File: src/itpl_pkg.sv
// ---------------------------------------------------------------------------
// itpl_pkg
// shared constants and types of the isolation tree path length unit
// ---------------------------------------------------------------------------
`default_nettype none
package itpl_pkg;

    localparam int MAX_TREES = 64;
    localparam int MAX_NODES = 256;
    localparam int MAX_ATTRS = 16;

    localparam int TREE_W = $clog2(MAX_TREES);
    localparam int NODE_W = $clog2(MAX_NODES);
    localparam int ATTR_W = $clog2(MAX_ATTRS);
    localparam int SLOT_W = TREE_W + NODE_W;
    localparam int TCNT_W = TREE_W + 1;

    localparam logic [22:0] TOTAL_MAX = 23'h7FFFFF;

    localparam logic [1:0] CFG_TREE_COUNT  = 2'd0;
    localparam logic [1:0] CFG_DEPTH_LIMIT = 2'd1;
    localparam logic [1:0] CFG_RANGE_MODE  = 2'd2;

    localparam logic OP_NODE_WRITE = 1'b0;
    localparam logic OP_SAMPLE     = 1'b1;

    // controller to datapath
    typedef struct packed {
        logic clear_total;
        logic clear_walk;
        logic read_node;
        logic eval_step;
        logic add_tree;
    } itpl_cmd_t;

    // datapath to controller
    typedef struct packed {
        logic walk_done;
        logic last_tree;
    } itpl_status_t;

endpackage
`default_nettype wire

File: src/itpl_ctrl.sv
// ---------------------------------------------------------------------------
// itpl_ctrl
// sequencer for the tree walks of one sample
// ---------------------------------------------------------------------------
`default_nettype none
module itpl_ctrl
    import itpl_pkg::*;
(
    input  wire logic         clk,
    input  wire logic         rst_n,
    input  wire logic         walk_start,
    input  wire logic         no_trees,
    input  wire itpl_status_t status,
    output itpl_cmd_t         cmd,
    output logic              busy,
    output logic              done
);

    typedef enum logic [2:0] {
        S_IDLE,
        S_READ,
        S_EVAL,
        S_ADD,
        S_DONE
    } state_t;

    state_t state_reg, state_next;

    always_comb
    begin
        state_next = state_reg;
        cmd        = '0;
        case (state_reg)
            S_IDLE:
            begin
                if (walk_start)
                begin
                    cmd.clear_total = 1'b1;
                    cmd.clear_walk  = 1'b1;
                    state_next      = no_trees ? S_DONE : S_READ;
                end
            end
            S_READ:
            begin
                cmd.read_node = 1'b1;
                state_next    = S_EVAL;
            end
            S_EVAL:
            begin
                if (status.walk_done)
                begin
                    state_next = S_ADD;
                end
                else
                begin
                    cmd.eval_step = 1'b1;
                    state_next    = S_READ;
                end
            end
            S_ADD:
            begin
                cmd.add_tree   = 1'b1;
                cmd.clear_walk = 1'b1;
                state_next     = status.last_tree ? S_DONE : S_READ;
            end
            S_DONE:
            begin
                state_next = S_IDLE;
            end
            default:
            begin
                state_next = S_IDLE;
            end
        endcase
    end

    always_ff @(posedge clk or negedge rst_n)
    begin
        if (!rst_n)
        begin
            state_reg <= S_IDLE;
        end
        else
        begin
            state_reg <= state_next;
        end
    end

    assign busy = (state_reg != S_IDLE);
    assign done = (state_reg == S_DONE);

    a_start_leaves_idle: assert property (@(posedge clk) disable iff (!rst_n)
        (state_reg == S_IDLE && walk_start) |=> busy)
        else $error("walk start did not leave idle");
    a_done_one_cycle: assert property (@(posedge clk) disable iff (!rst_n)
        done |=> !done)
        else $error("done held for more than one cycle");
    a_read_then_eval: assert property (@(posedge clk) disable iff (!rst_n)
        (state_reg == S_READ) |=> (state_reg == S_EVAL))
        else $error("node read not followed by evaluation");

endmodule
`default_nettype wire

File: config.mk
export PLATFORM = sky130hd
export DESIGN_NAME = itpl_ctrl
export DESIGN_NICKNAME = d
export VERILOG_FILES = /design/src/itpl_pkg.sv /design/src/itpl_ctrl.sv
export SDC_FILE = /design/constraint.sdc
export NUM_CORES = 1
export LEC_CHECK = 0
export ABC_AREA = 1
export BUFFER_PORTS_ARGS = -buffer_cell sky130_fd_sc_hd__buf_2
export CAP_MARGIN = 30
export CORE_AREA = 3 3 40 42
export CTS_BUF_LIST = sky130_fd_sc_hd__clkbuf_8
export DETAILED_ROUTE_END_ITERATION = 10
export DIE_AREA = 0 0 43 45
export PLACE_DENSITY = 0.44
export SETUP_SLACK_MARGIN = 0.5
export SLEW_MARGIN = 20
export SYNTH_ARGS = -nofsm -noshare
export SYNTH_HDL_FRONTEND = slang
export SYNTH_SLANG_ARGS = --single-unit
File: constraint.sdc
create_clock -name clk -period 1.1 [get_ports clk]
set_input_delay 0.11 -clock clk [delete_from_list [all_inputs] [get_ports clk]]
set_output_delay 0.11 -clock clk [all_outputs]
set_load 0.02 [all_outputs]
==> impl_metrics.py <==
metrics = {
    "setup_path": {
        "ff2ff_path_depth": 6,
        "path_depth": 4,
        "cp-end-kind": "output port",
        "timing.rr.end": "state_reg[2]",
        "reg2reg_slack_ns": -0.07,
        "crit_path_end": "cmd[3]",
        "cp.required_ns": 0.99,
        "crit_family": "flip-flops",
        "timing.rr.start": "state_reg[1]",
        "start_kind": "flip-flop",
        "cp_cell_sequence": "nor2_4 -> nand2_4 -> o21ai_4 -> buf_6",
        "setup.worst_path.start": "state_reg[1]",
        "timing.critical_path.buf_inv": 1,
        "worstSetupPathType": "reg2out",
        "arrival_ns": 1.13,
        "crit_path_top_delay_cell": "dfrtp_2",
        "crit_path_max_fanout": 4,
        "critPathMaxStageDelay_ns": 0.43,
    },
    "synth": {
        "synthAdderAreaFrac": 0,
        "synth_top_family_by_area": "simple AND/OR/NAND/NOR gates",
        "synthSimpleGateAreaFrac": 0.373,
        "synth_compound_area_frac": 0.139,
        "seq_area_frac_synth": 0.361,
        "yosysWarnings": 0,
        "synth.area.mux_share": 0,
        "syn_area_um2": 208,
        "synth_cell_types": 16,
        "ys_seq_elements": 3,
        "synth_area_per_cell_um2": 7.16,
        "synth_xor_area_frac": 0,
        "syn_inst": 29,
        "syn_nets": 35,
    },
    "min_path": {
        "hold_path.startpoint": "walk_start",
        "hold_class": "in2reg",
    },
    "sta": {
        "final_min_period_over_clock_period": 1.13,
        "finClkSkew_ns": 0.0000901,
        "finalSetupViolCount": 9,
        "rsz0062_at_grt": "true",
        "period_needed_ns": 1.24,
        "layout_setup_ws_ns": -0.139,
        "hold_viol": 0,
        "fmax_mhz": 807,
        "slew_headroom": 0.882,
        "maxSlewViolCount": 0,
        "tightest_slew_ns": 0.176,
    },
    "floorplanning": {
        "die_h_um": 45,
        "core_um2": 1280,
        "die_w_um": 43,
        "die_area_um2": 1940,
        "io-pin-count": 13,
        "placement_rows": 13,
        "initial_core_util": 0.162,
    },
    "route": {
        "drtPass1Iterations": 4,
        "via_per_inst": 4.16,
        "num_vias": 291,
        "ant_nets": 0,
        "drc": 0,
        "drt_iter0_markers": 5,
        "wl_per_cell_um": 10.3,
        "totalWireLength_um": 720,
    },
    "layout": {
        "layout.cells.non_filler": 70,
        "largest_reg_flops": 3,
        "fillers": 132,
        "layout_common_cells": "12 x buf_4, 5 x buf_2, 4 x nor2_4, 4 x inv_1, 4 x buf_6",
        "nets": 62,
        "drive_above_1_share": 0.800,
        "final_common_cell": "buf_4",
        "antenna_cells": 0,
        "area_growth_pct": 147,
    },
    "power_and_ir_drop": {
        "internal_power_uw": 939,
        "switchingPower_uw": 694,
        "power.share.combinational": 0.660,
        "powerDensity_nw_per_um2": 3180,
        "sequentialPowerShare": 0.154,
        "pwr-share-clk": 0.187,
        "swShare": 0.425,
        "finalPower_uw": 1630,
        "power_leakage_uw": 0.000248,
        "irDropWorstVdd_mv": 0.877,
    },
    "global_routing": {
        "grt_pass1_wl_mm": 1.19,
        "overflow": 0,
        "grt.total_usage": 0.0876,
        "grt_pass1_vias": 303,
        "grt_max_degree": 6,
        "antenna_found_initial": 0,
    },
    "cts": {
        "numCtsBuffers": 3,
        "cts_tree": "yes",
        "clock_sinks": 3,
        "path_clk_slew_ns": 0.03,
        "cts_buffer_depth": 2,
        "htreeDepth": 1,
        "clock_latency_ns": 0.21,
        "ctsRootBufferMaster": "clkbuf_8",
    },
    "outcome": {
        "outcome": "complete, but fails checks",
        "violations": "setup timing",
    },
    "place": {
        "place_inst": 58,
        "io_buffers": 12,
        "post-place-ws_ns": 0.0286,
        "dp_hpwl_um": 472,
        "gp_congestion": 0.658,
    },
    "job": {
        "max-cap-violations": 0,
    },
}
-- per-layer routing --
layer / wire [um] / track usage
met4: 0 / 0.0723
met5: 0 / 0
met1: 268 / 0.0947
met2: 418 / 0.132
met3: 32 / 0.0398
-- per-stage QoR --
step	setup TNS (ns)	area [um^2]	utilization	hold slack, ns
global placement	0	359	0.279	-0.0929
global route	-1.31	513	0.399	0.213
detailed placement	0	359	0.279	-0.0919
CTS	-0.744	493	0.384	0.162
finish	-0.742	513	0.399	0.186
floorplan	0	265	-	-0.186
-- repair_timing --
action	CTS	global route
cloned	0	0
endpoints found under the hold margin	3	0
pin swaps	3	3
hold buffers	1	0
resized for setup	15	2
setup buffers	5	2
endpoints found under the setup margin	10	10
-- cells in the mapped netlist (all sizes together) --
cell,number,area [um^2]
inv,7,26.3
nor2,5,31.3
dfrtp,3,75.1
nand2,3,13.8
nand3,3,15.0
o21ai,3,18.8
a21oi,2,10.0
nand4,1,6.26
nor3,1,5.00
nor4,1,6.26
-- how the worst min path moves through the flow --
stage	cells past startpoint	end
2_1_floorplan	0	state_reg[0]
3_3_place_gp	1	state_reg[1]
3_5_place_dp	1	state_reg[1]
4_1_cts	3	state_reg[2]
5_1_grt	4	state_reg[0]
6_report	3	state_reg[0]
-- kinds of logic (layout without fill, tap and decap cells) --
kind of cell,Yosys count,count (layout)
compound gates,5,5
flops,3,3
simple gates,14,14
buf+inv,7,33
-- power groups by stage --
stage | registers (uW) | clock network, uW | logic (uW)
3_5_place_dp | 267 | 0 | 688
3_3_place_gp | 270 | 0 | 691
4_1_cts | 250 | 315 | 1010
6_report | 251 | 305 | 1080
2_1_floorplan | 267 | 0 | 486
5_1_grt | 260 | 322 | 1160
-- worst register-to-register path: cells and delay by family, from the launching register on --
kind | cells | cell delay [ns]
AND/OR/NAND/NOR | 3 | 0.32
AO/OA/AOI/OAI | 1 | 0.05
flip-flops | 1 | 0.43
buffers and inverters | 2 | 0.25
-- cell type report --
class | instances | area, um^2 | area share
inverters | 7 | 28.8 | 0.0561
flip-flops and latches | 3 | 78.8 | 0.154
repair buffers | 22 | 170 | 0.332
well taps | 15 | 18.8 | 0.0366
clock inverters | 1 | 3.75 | 0.00732
multi-input cells | 19 | 171 | 0.334
clock buffers | 3 | 41.3 | 0.0805
Power figures use the tool's default switching activity.
